**src/pst_pkg.sv**
```systemverilog
// ----------------------------------------------------------------------------
// pst_pkg: shared types, constants and microcode for the point stack table
// sizes, op and status codes, control word layout and the step program
// ----------------------------------------------------------------------------
package pst_pkg;

    localparam int DEPTH       = 64;
    localparam int COORD_WIDTH = 16;
    localparam int ADDR_W      = $clog2(DEPTH);
    localparam int CNT_W       = $clog2(DEPTH + 1);
    localparam int RADIUS_W    = 15;
    localparam int COUNT_W     = 7;
    localparam int SQ_W        = 2 * COORD_WIDTH;
    localparam int RR_W        = 2 * RADIUS_W;
    localparam int CMP_W       = (SQ_W + 1 > RR_W) ? SQ_W + 1 : RR_W;

    typedef enum logic [2:0] {
        OP_PUSH   = 3'd0,
        OP_POP    = 3'd1,
        OP_REMOVE = 3'd2,
        OP_RADIUS = 3'd3,
        OP_MEMBER = 3'd4,
        OP_SIZE   = 3'd5
    } op_t;

    typedef enum logic [1:0] {
        ST_OK      = 2'd0,
        ST_EMPTY   = 2'd1,
        ST_NOMATCH = 2'd2,
        ST_FULL    = 2'd3
    } status_t;

    typedef enum logic [4:0] {
        S_IDLE,
        S_PUSH,
        S_PUSH_WR,
        S_POP,
        S_POP_DEC,
        S_REM,
        S_REM_INIT,
        S_REM_SCAN,
        S_REM_CHK,
        S_REM_SHINIT,
        S_REM_SHIFT,
        S_REM_DEC,
        S_RAD_INIT,
        S_RAD_SCAN,
        S_RAD_DONE,
        S_MEM_INIT,
        S_MEM_SCAN,
        S_MEM_DONE,
        S_SIZE,
        S_NOP,
        S_R_FULL,
        S_R_EMPTY,
        S_R_NOMATCH
    } step_t;

    // jump conditions: for the flag tests, true goes to target, false to nxt
    typedef enum logic [2:0] {
        JC_NONE,
        JC_DISPATCH,
        JC_FULL,
        JC_EMPTY,
        JC_HIT,
        JC_SCAN,
        JC_LOOP,
        JC_DONE
    } jcond_t;

    typedef enum logic [1:0] {
        WK_NONE,
        WK_DOWN,
        WK_UP,
        WK_SHIFT
    } walk_t;

    typedef enum logic [1:0] {
        MD_NONE,
        MD_CMP,
        MD_ACC,
        MD_SHIFT
    } mode_t;

    typedef enum logic [1:0] {
        CO_HOLD,
        CO_INC,
        CO_DEC
    } cnt_op_t;

    typedef enum logic [1:0] {
        RS_ZERO,
        RS_FOUND,
        RS_SIZE,
        RS_ACC
    } rsrc_t;

    typedef struct packed {
        jcond_t  jcond;
        step_t   target;
        step_t   nxt;
        walk_t   walk;
        logic    run;
        mode_t   mode;
        cnt_op_t cnt_op;
        logic    push_wr;
        logic    load;
        logic    done;
        status_t status;
        rsrc_t   rsrc;
    } ctrl_t;

    typedef struct packed {
        logic             empty;
        logic             full;
        logic             busy;
        logic             match;
        logic             hit;
        logic [CNT_W-1:0] size;
        logic [CNT_W-1:0] acc;
    } dp_stat_t;

    function automatic step_t op_entry(logic [2:0] op);
        step_t s;
        case (op)
            OP_PUSH:   s = S_PUSH;
            OP_POP:    s = S_POP;
            OP_REMOVE: s = S_REM;
            OP_RADIUS: s = S_RAD_INIT;
            OP_MEMBER: s = S_MEM_INIT;
            OP_SIZE:   s = S_SIZE;
            default:   s = S_NOP;
        endcase
        return s;
    endfunction

    // step program, one control word per step
    function automatic ctrl_t ucode(step_t s);
        ctrl_t w;
        w = '0;
        w.jcond  = JC_NONE;
        w.target = S_IDLE;
        w.nxt    = S_IDLE;
        w.walk   = WK_NONE;
        w.mode   = MD_NONE;
        w.cnt_op = CO_HOLD;
        w.status = ST_OK;
        w.rsrc   = RS_ZERO;
        case (s)
            S_IDLE:
            begin
                w.jcond = JC_DISPATCH;
                w.load  = 1'b1;
            end
            S_PUSH:
            begin
                w.jcond  = JC_FULL;
                w.target = S_R_FULL;
                w.nxt    = S_PUSH_WR;
            end
            S_PUSH_WR:
            begin
                w.jcond   = JC_DONE;
                w.push_wr = 1'b1;
                w.cnt_op  = CO_INC;
                w.done    = 1'b1;
            end
            S_POP:
            begin
                w.jcond  = JC_EMPTY;
                w.target = S_R_EMPTY;
                w.nxt    = S_POP_DEC;
            end
            S_POP_DEC:
            begin
                w.jcond  = JC_DONE;
                w.cnt_op = CO_DEC;
                w.done   = 1'b1;
            end
            S_REM:
            begin
                w.jcond  = JC_EMPTY;
                w.target = S_R_EMPTY;
                w.nxt    = S_REM_INIT;
            end
            S_REM_INIT:
            begin
                w.walk = WK_DOWN;
                w.nxt  = S_REM_SCAN;
            end
            S_REM_SCAN:
            begin
                w.jcond  = JC_SCAN;
                w.run    = 1'b1;
                w.mode   = MD_CMP;
                w.target = S_REM_SCAN;
                w.nxt    = S_REM_CHK;
            end
            S_REM_CHK:
            begin
                w.jcond  = JC_HIT;
                w.target = S_REM_SHINIT;
                w.nxt    = S_R_NOMATCH;
            end
            S_REM_SHINIT:
            begin
                w.walk = WK_SHIFT;
                w.nxt  = S_REM_SHIFT;
            end
            S_REM_SHIFT:
            begin
                w.jcond  = JC_LOOP;
                w.run    = 1'b1;
                w.mode   = MD_SHIFT;
                w.target = S_REM_SHIFT;
                w.nxt    = S_REM_DEC;
            end
            S_REM_DEC:
            begin
                w.jcond  = JC_DONE;
                w.cnt_op = CO_DEC;
                w.done   = 1'b1;
            end
            S_RAD_INIT:
            begin
                w.walk = WK_UP;
                w.nxt  = S_RAD_SCAN;
            end
            S_RAD_SCAN:
            begin
                w.jcond  = JC_LOOP;
                w.run    = 1'b1;
                w.mode   = MD_ACC;
                w.target = S_RAD_SCAN;
                w.nxt    = S_RAD_DONE;
            end
            S_RAD_DONE:
            begin
                w.jcond = JC_DONE;
                w.done  = 1'b1;
                w.rsrc  = RS_ACC;
            end
            S_MEM_INIT:
            begin
                w.walk = WK_DOWN;
                w.nxt  = S_MEM_SCAN;
            end
            S_MEM_SCAN:
            begin
                w.jcond  = JC_SCAN;
                w.run    = 1'b1;
                w.mode   = MD_CMP;
                w.target = S_MEM_SCAN;
                w.nxt    = S_MEM_DONE;
            end
            S_MEM_DONE:
            begin
                w.jcond = JC_DONE;
                w.done  = 1'b1;
                w.rsrc  = RS_FOUND;
            end
            S_SIZE:
            begin
                w.jcond = JC_DONE;
                w.done  = 1'b1;
                w.rsrc  = RS_SIZE;
            end
            S_NOP:
            begin
                w.jcond = JC_DONE;
                w.done  = 1'b1;
            end
            S_R_FULL:
            begin
                w.jcond  = JC_DONE;
                w.done   = 1'b1;
                w.status = ST_FULL;
            end
            S_R_EMPTY:
            begin
                w.jcond  = JC_DONE;
                w.done   = 1'b1;
                w.status = ST_EMPTY;
            end
            S_R_NOMATCH:
            begin
                w.jcond  = JC_DONE;
                w.done   = 1'b1;
                w.status = ST_NOMATCH;
            end
            default:
            begin
                w.jcond = JC_NONE;
            end
        endcase
        return w;
    endfunction

endpackage

```
**src/pst_seq.sv**
```systemverilog
// ----------------------------------------------------------------------------
// pst_seq: microcode sequencer
// step register, program lookup and conditional jumps
// ----------------------------------------------------------------------------
module pst_seq (
    input  logic               clk,
    input  logic               rst_n,
    input  logic               cmd_valid,
    input  logic [2:0]         op,
    input  pst_pkg::dp_stat_t  stat,
    input  logic               res_free,
    output logic               cmd_stall,
    output pst_pkg::ctrl_t     ctrl
);

    pst_pkg::step_t step_reg;
    pst_pkg::step_t step_next;
    pst_pkg::ctrl_t rom;
    logic           hold;

    always_ff @(posedge clk or negedge rst_n)
    begin
        if (!rst_n)
        begin
            step_reg <= pst_pkg::S_IDLE;
        end
        else
        begin
            step_reg <= step_next;
        end
    end

    always_comb
    begin
        rom  = pst_pkg::ucode(step_reg);
        hold = (rom.jcond == pst_pkg::JC_DONE) && !res_free;

        case (rom.jcond)
            pst_pkg::JC_NONE:     step_next = rom.nxt;
            pst_pkg::JC_DISPATCH: step_next = cmd_valid ? pst_pkg::op_entry(op) : step_reg;
            pst_pkg::JC_FULL:     step_next = stat.full ? rom.target : rom.nxt;
            pst_pkg::JC_EMPTY:    step_next = stat.empty ? rom.target : rom.nxt;
            pst_pkg::JC_HIT:      step_next = stat.hit ? rom.target : rom.nxt;
            pst_pkg::JC_SCAN:     step_next = (stat.busy && !stat.match) ? rom.target : rom.nxt;
            pst_pkg::JC_LOOP:     step_next = stat.busy ? rom.target : rom.nxt;
            pst_pkg::JC_DONE:     step_next = hold ? step_reg : rom.nxt;
            default:              step_next = pst_pkg::S_IDLE;
        endcase

        // side effects of a result step fire once, when the result slot frees
        ctrl      = rom;
        ctrl.load = rom.load && cmd_valid;
        if (hold)
        begin
            ctrl.cnt_op  = pst_pkg::CO_HOLD;
            ctrl.push_wr = 1'b0;
            ctrl.done    = 1'b0;
        end
        cmd_stall = (step_reg != pst_pkg::S_IDLE);
    end

endmodule

```
**src/pst_datapath.sv**
```systemverilog
// ----------------------------------------------------------------------------
// pst_datapath: point store and walk datapath
// coordinate memories, entry count, walker, compare and radius pipeline
// ----------------------------------------------------------------------------
module pst_datapath (
    input  logic                                 clk,
    input  logic                                 rst_n,
    input  pst_pkg::ctrl_t                       ctrl,
    input  logic signed [15:0]                   x_coord,
    input  logic signed [15:0]                   y_coord,
    input  logic [pst_pkg::RADIUS_W-1:0]         radius,
    output pst_pkg::dp_stat_t                    stat
);

    localparam int CW = pst_pkg::COORD_WIDTH;
    localparam int AW = pst_pkg::ADDR_W;
    localparam int NW = pst_pkg::CNT_W;
    localparam int QW = pst_pkg::SQ_W;
    localparam int RW = pst_pkg::RR_W;
    localparam int MW = pst_pkg::CMP_W;

    logic signed [CW-1:0] mem_x [pst_pkg::DEPTH];
    logic signed [CW-1:0] mem_y [pst_pkg::DEPTH];

    logic [NW-1:0]        cnt_reg;
    logic signed [CW-1:0] x_reg;
    logic signed [CW-1:0] y_reg;
    logic [RW-1:0]        rr_reg;
    logic [AW-1:0]        idx_reg;
    logic [AW-1:0]        idx_next;
    logic [NW-1:0]        rem_reg;
    logic [NW-1:0]        rem_next;
    logic                 up_reg;
    logic                 up_next;
    logic                 b_vld_reg;
    logic [AW-1:0]        b_idx_reg;
    logic signed [CW-1:0] rdx_reg;
    logic signed [CW-1:0] rdy_reg;
    logic                 c_vld_reg;
    logic [QW-1:0]        x2_reg;
    logic [QW-1:0]        y2_reg;
    logic                 hit_reg;
    logic [AW-1:0]        hit_idx_reg;
    logic [NW-1:0]        acc_reg;

    logic                 issue;
    logic                 eq;
    logic                 inside_r;
    logic                 wr_en;
    logic [AW-1:0]        wr_addr;
    logic signed [CW-1:0] wr_x;
    logic signed [CW-1:0] wr_y;
    logic signed [QW-1:0] rdx_ext;
    logic signed [QW-1:0] rdy_ext;
    logic [RW-1:0]        rad_ext;

    assign issue    = ctrl.run && (rem_reg != '0);
    assign eq       = (rdx_reg == x_reg) && (rdy_reg == y_reg);
    assign rdx_ext  = QW'(rdx_reg);
    assign rdy_ext  = QW'(rdy_reg);
    assign rad_ext  = RW'(radius);
    assign inside_r = (MW'(x2_reg) + MW'(y2_reg)) <= MW'(rr_reg);

    // walker set-up and stepping
    always_comb
    begin
        idx_next = idx_reg;
        rem_next = rem_reg;
        up_next  = up_reg;
        case (ctrl.walk)
            pst_pkg::WK_DOWN:
            begin
                idx_next = AW'(cnt_reg - 1'b1);
                rem_next = cnt_reg;
                up_next  = 1'b0;
            end
            pst_pkg::WK_UP:
            begin
                idx_next = '0;
                rem_next = cnt_reg;
                up_next  = 1'b1;
            end
            pst_pkg::WK_SHIFT:
            begin
                idx_next = hit_idx_reg + 1'b1;
                rem_next = cnt_reg - NW'(hit_idx_reg) - 1'b1;
                up_next  = 1'b1;
            end
            default:
            begin
                if (issue)
                begin
                    idx_next = up_reg ? idx_reg + 1'b1 : idx_reg - 1'b1;
                    rem_next = rem_reg - 1'b1;
                end
            end
        endcase
    end

    // one write port: push at the top or close the gap one slot down
    always_comb
    begin
        wr_en   = ctrl.push_wr || ((ctrl.mode == pst_pkg::MD_SHIFT) && b_vld_reg);
        wr_addr = ctrl.push_wr ? AW'(cnt_reg) : b_idx_reg - 1'b1;
        wr_x    = ctrl.push_wr ? x_reg : rdx_reg;
        wr_y    = ctrl.push_wr ? y_reg : rdy_reg;
    end

    always_ff @(posedge clk)
    begin
        if (wr_en)
        begin
            mem_x[wr_addr] <= wr_x;
            mem_y[wr_addr] <= wr_y;
        end
        if (issue)
        begin
            rdx_reg <= mem_x[idx_reg];
            rdy_reg <= mem_y[idx_reg];
        end
    end

    always_ff @(posedge clk)
    begin
        if (ctrl.load)
        begin
            x_reg  <= CW'(x_coord);
            y_reg  <= CW'(y_coord);
            rr_reg <= rad_ext * rad_ext;
        end
        b_idx_reg <= idx_reg;
        x2_reg    <= QW'(rdx_ext * rdx_ext);
        y2_reg    <= QW'(rdy_ext * rdy_ext);
        if (ctrl.mode == pst_pkg::MD_CMP && b_vld_reg && eq && !hit_reg)
        begin
            hit_idx_reg <= b_idx_reg;
        end
    end

    always_ff @(posedge clk or negedge rst_n)
    begin
        if (!rst_n)
        begin
            cnt_reg   <= '0;
            idx_reg   <= '0;
            rem_reg   <= '0;
            up_reg    <= 1'b0;
            b_vld_reg <= 1'b0;
            c_vld_reg <= 1'b0;
            hit_reg   <= 1'b0;
            acc_reg   <= '0;
        end
        else
        begin
            idx_reg   <= idx_next;
            rem_reg   <= rem_next;
            up_reg    <= up_next;
            b_vld_reg <= issue;
            c_vld_reg <= b_vld_reg;
            case (ctrl.cnt_op)
                pst_pkg::CO_INC: cnt_reg <= cnt_reg + 1'b1;
                pst_pkg::CO_DEC: cnt_reg <= cnt_reg - 1'b1;
                default:         cnt_reg <= cnt_reg;
            endcase
            if (ctrl.walk == pst_pkg::WK_DOWN)
            begin
                hit_reg <= 1'b0;
            end
            else if (ctrl.mode == pst_pkg::MD_CMP && b_vld_reg && eq)
            begin
                hit_reg <= 1'b1;
            end
            if (ctrl.walk == pst_pkg::WK_UP)
            begin
                acc_reg <= '0;
            end
            else if (ctrl.mode == pst_pkg::MD_ACC && c_vld_reg && inside_r)
            begin
                acc_reg <= acc_reg + 1'b1;
            end
        end
    end

    always_comb
    begin
        stat.empty = (cnt_reg == '0);
        stat.full  = (cnt_reg == NW'(pst_pkg::DEPTH));
        stat.busy  = (rem_reg != '0) || b_vld_reg || c_vld_reg;
        stat.match = b_vld_reg && eq;
        stat.hit   = hit_reg;
        stat.size  = cnt_reg;
        stat.acc   = acc_reg;
    end

endmodule

```
**src/point_stack_table_core.sv**
```systemverilog
// ----------------------------------------------------------------------------
// point_stack_table_core: each command walks the step program to a registered result beat
// radius count and membership scan the stored points, remove scans then shifts the rest down
// one beat at a time: the next command is taken on the edge its result can leave
// reset: entry count zero, point memory undefined until written, no clear pass
// ----------------------------------------------------------------------------
module point_stack_table_core (
    input  logic                          clk,
    input  logic                          rst_n,
    // command channel
    input  logic                          cmd_valid,
    output logic                          cmd_stall,
    input  logic [2:0]                    op,
    input  logic signed [15:0]            x_coord,
    input  logic signed [15:0]            y_coord,
    input  logic [pst_pkg::RADIUS_W-1:0]  radius,
    // result channel
    output logic                          res_valid,
    input  logic                          res_stall,
    output logic [1:0]                    status,
    output logic                          found,
    output logic [pst_pkg::COUNT_W-1:0]   count
);

    pst_pkg::ctrl_t    ctrl;
    pst_pkg::dp_stat_t stat;

    // result slot: the sequencer may finish the next beat once this drains
    logic                          res_valid_reg;
    pst_pkg::status_t              status_reg;
    logic                          found_reg;
    logic [pst_pkg::COUNT_W-1:0]   count_reg;
    logic                          res_free;
    logic                          res_load;
    logic                          found_val;
    logic [pst_pkg::COUNT_W-1:0]   count_val;

    assign res_free = !res_valid_reg || !res_stall;
    assign res_load = ctrl.done;

    // sequencer: walks the step program, jumps on datapath flags
    pst_seq u_seq (
        .clk       (clk),
        .rst_n     (rst_n),
        .cmd_valid (cmd_valid),
        .op        (op),
        .stat      (stat),
        .res_free  (res_free),
        .cmd_stall (cmd_stall),
        .ctrl      (ctrl)
    );

    // datapath: point memories, count, walker, compare and radius pipe
    pst_datapath u_dp (
        .clk     (clk),
        .rst_n   (rst_n),
        .ctrl    (ctrl),
        .x_coord (x_coord),
        .y_coord (y_coord),
        .radius  (radius),
        .stat    (stat)
    );

    // pick the result fields named by the control word
    always_comb
    begin
        found_val = 1'b0;
        count_val = '0;
        case (ctrl.rsrc)
            pst_pkg::RS_FOUND: found_val = stat.hit;
            pst_pkg::RS_SIZE:  count_val = pst_pkg::COUNT_W'(stat.size);
            pst_pkg::RS_ACC:   count_val = pst_pkg::COUNT_W'(stat.acc);
            default:           found_val = 1'b0;
        endcase
    end

    always_ff @(posedge clk or negedge rst_n)
    begin
        if (!rst_n)
        begin
            res_valid_reg <= 1'b0;
        end
        else if (res_load)
        begin
            res_valid_reg <= 1'b1;
        end
        else if (!res_stall)
        begin
            res_valid_reg <= 1'b0;
        end
    end

    // payload of the result beat, no reset needed
    always_ff @(posedge clk)
    begin
        if (res_load)
        begin
            status_reg <= ctrl.status;
            found_reg  <= found_val;
            count_reg  <= count_val;
        end
    end

    assign res_valid = res_valid_reg;
    assign status    = status_reg;
    assign found     = found_reg;
    assign count     = count_reg;

    // an accepted command always takes the sequencer out of idle
    a_accept_busy: assert property (@(posedge clk) disable iff (!rst_n)
        (cmd_valid && !cmd_stall) |=> cmd_stall)
        else $error("sequencer stayed idle after accepting a command");

    // store full reported only when the count is at depth
    a_full_status: assert property (@(posedge clk) disable iff (!rst_n)
        (res_load && ctrl.status == pst_pkg::ST_FULL) |-> stat.full)
        else $error("store full status with room left");

    // store empty reported only when no point is stored
    a_empty_status: assert property (@(posedge clk) disable iff (!rst_n)
        (res_load && ctrl.status == pst_pkg::ST_EMPTY) |-> stat.empty)
        else $error("store empty status with points stored");

    // a result is never loaded over one that is still stalled
    a_no_overwrite: assert property (@(posedge clk) disable iff (!rst_n)
        (res_valid && res_stall) |-> !res_load)
        else $error("result slot overwritten while stalled");

endmodule
```
**config.mk**
```make
export PLATFORM = sky130hd
export DESIGN_NAME = point_stack_table_core
export DESIGN_NICKNAME = d
export VERILOG_FILES = /design/src/pst_pkg.sv /design/src/pst_seq.sv /design/src/pst_datapath.sv /design/src/point_stack_table_core.sv
export SDC_FILE = /design/constraint.sdc
export NUM_CORES = 2
export LEC_CHECK = 0
export ABC_AREA = 1
export BUFFER_PORTS_ARGS = -buffer_cell sky130_fd_sc_hd__buf_2
export CELL_PAD_IN_SITES_DETAIL_PLACEMENT = 0
export CELL_PAD_IN_SITES_GLOBAL_PLACEMENT = 1
export CORE_UTILIZATION = 54
export CTS_BUF_LIST = sky130_fd_sc_hd__clkbuf_4
export CTS_CLUSTER_SIZE = 20
export DETAILED_ROUTE_END_ITERATION = 8
export PLACE_DENSITY = 0.86
export SKIP_CTS_REPAIR_TIMING = 1
export SYNTH_ARGS = -nofsm -noshare
export SYNTH_HDL_FRONTEND = slang
export SYNTH_HIERARCHICAL = 1
export SYNTH_SLANG_ARGS = --single-unit
```
**constraint.sdc**
```tcl
create_clock -name clk -period 8.2 [get_ports clk]
set_input_delay 0 -clock clk [delete_from_list [all_inputs] [get_ports clk]]
set_output_delay 0 -clock clk [all_outputs]
set_load 0.01 [all_outputs]
```
==> parameters.txt <==
Parameter                              Value

Floorplanning
  Standard cell core area ... 0.215 mm^2
  Starting density of the core ... 0.544
  Die width ... 467 um
  Height of the chip ... 467 um
  Std cell rows ... 170
  DIE AREA ... 0.218 mm^2
  Top Ports ... 66

Global route
  Combined global-route utilization of all metal layers ... 0.304
  Wire length of the first global-routing pass ... 497000 um
  Remaining global-route overflow ... 0
  Largest net degree at the start of global routing ... 338
  Vias in the first global route ... 82.7k
  Initial antenna violation count ... 23

Routing
  Via Count ... 83.1k
  Drt first-iter violations ... 9812
  Routed WL per cell ... 23.9 um
  Wirelength, routed ... 337000 um
  Number of iterations in the first detailed-routing pass ... 8
  Residual antenna-violating net count after detailed routing ... 0
  DR vias/cell ... 5.90
  DRC Markers ... 2

Clocking
  Post-CTS clock slew at the launch and capture registers of the worst setup and hold paths ... 0.06 ns
  Clock latency of the later-clocked register in the worst-skew pair ... 1.39 ns
  Max Root-Sink Buffers ... 4
  H-tree levels ... 6
  Number of buffers inserted during clock tree synthesis ... 582
  Total number of clock tree sinks ... 2262
  Root Driver ... sky130_fd_sc_hd__clkbuf_4
  CTS tree ... built

Timing
  Pin slew with the least headroom to its limit ... 1.48 ns
  Final setup violating endpoints ... 0
  Final period utilization ... 0.794
  Unrepaired setup endpoints after global routing ... no
  Number of hold-slack violations in the final timing report ... 0
  Headroom to the max-slew limit ... 0.0119
  Final TNS setup ... 0 ns
  Clock skew ... 0.162 ns
  Final Max Slew Viols ... 0
  Max Clk Rate ... 154 MHz
  Shortest period the worst path allows ... 6.51 ns

Min path
  Min-Delay Path Depth ... 3
  Min-Delay Startpoint ... x_coord[7]
  Hold endpoint ... u_dp/x_reg[7]
  Worst Hold Class ... input port to flop

Place
  Half-perimeter wire length after placement ... 202000 um
  Placer Congestion ... 0.937
  Total placed cells including tap cells ... 13.0k
  Placed Instance Area ... 0.121 mm^2
  I/O Buffers ... 65

Worst setup path
  Setup slack on the worst flop-to-flop path ... 1.69 ns
  Cell Chain, Critical Path ... nand2_1, inv_1, fa_1, fa_1, fa_1, fa_1, inv_1, fa_1, inv_1, fa_1, ha_1, nand2_1, nor2_1, nand2_1, or4_1, o21ai_1, xor2_1
  Top cell family by delay on the critical path ... adder cells
  Library cell contributing the largest single delay on the critical path ... sky130_fd_sc_hd__edfxtp_1
  Total buffers and inverters traversed by the critical path ... 3
  Data required time at the worst endpoint ... 9.43 ns
  Arrival time at the worst endpoint ... 7.75 ns
  Critical path's largest stage delay ... 0.95 ns
  Crit Reg-Reg Startpoint ... u_dp/rdy_reg[15]
  R2R cell count ... 17
  CP endpoint kind ... flop
  Startpoint class of the critical path ... flop
  Type of the worst setup path ... flop to flop
  FF-to-FF End ... u_dp/y2_reg[30]
  Critical path's most frequent cell ... sky130_fd_sc_hd__fa_1
  Max Fanout on Critical Path ... 23

Logic synthesis
  Net count after synthesis ... 11.5k
  Warnings, synthesis ... 6
  Synthesized area ... 0.117 mm^2
  Cells after synthesis ... 10.5k
  Average cell area after synthesis ... 11.2 um^2

Cells and area
  Util after Layout ... 0.601
  NumNets Final ... 11.9k
  Registers with the most flip-flops ... u_dp/mem_x (1024), u_dp/mem_y (1024)
  Non-filler cells, final ... 14.1k
  Cell area after layout ... 0.129 mm^2
  Area growth syn-to-layout ... 10.4%
  Share of final-layout standard cells stronger than drive strength 1 ... 0.115

Outcome
  Violated checks ... design-rule violations
  Status ... finished, violations left

Run
  Maximum Capacitance Violations ... 0
tightest hold or removal path, delay by kind of cell:
kind	cells	cell delay, ns
buf+inv	3	1.30
per-layer routing:
| metal | global-route usage | share of wire |
|---|---|---|
| met1 | 0.389 | 0.38 |
| met3 | 0.0665 | 0.10 |
| met2 | 0.491 | 0.47 |
| met4 | 0.154 | 0.051 |
| met5 | 0 | 0.00018 |
through the flow:
stage          setup slack [ns]  hold WS (ns)
2_1_floorplan              2.42        -0.296
3_3_place_gp               1.79         0.180
3_5_place_dp               1.70         0.178
4_1_cts                    1.73         -1.29
5_1_grt                    1.25       -0.0199
6_report                   1.69         0.111
layout by cell type, fill, tap and decap left out, drive strengths merged, types with 30 or more instances in the layout:
cell type    count
xnor2           64
nand3          253
xor2           115
o21ai         1377
nor3            30
buf            238
dfxtp           68
a21oi          170
edfxtp        2157
clkinv          89
dlygate4sd3    119
clkbuf         839
ha             358
dfrtp           37
inv           1208
nor2          1498
fa             607
nand2         1186
nand4           31
o22ai          591
cell type report:
class	count	area, um^2
clock buffer	839	6300
tap	2838	3550
clock inverter	117	960
fill	17200	85700
antenna	14	35.0
sequential	2262	67100
timing repair buffer	357	3020
multi-input combinational	6458	43600
inverter	1199	4560
worst max path at each step:
stage                     cells past startpoint  slack, ns               to        startpoint
after CTS                                    20       1.73  u_dp/x2_reg[26]   u_dp/rdx_reg[6]
after detailed placement                     23       1.70  u_dp/y2_reg[26]  u_dp/rdy_reg[15]
final                                        17       1.69  u_dp/y2_reg[30]  u_dp/rdy_reg[15]
after floorplan                              18       2.42  u_dp/x2_reg[28]  u_dp/rdx_reg[15]
after global routing                         23       1.25  u_dp/y2_reg[26]  u_dp/rdy_reg[15]
after global placement                       17       1.79  u_dp/y2_reg[30]  u_dp/rdy_reg[15]
Power is left out: the tool's default activity adds up to more than one toggle a clock period on the data nets, which glitch-free logic cannot reach.
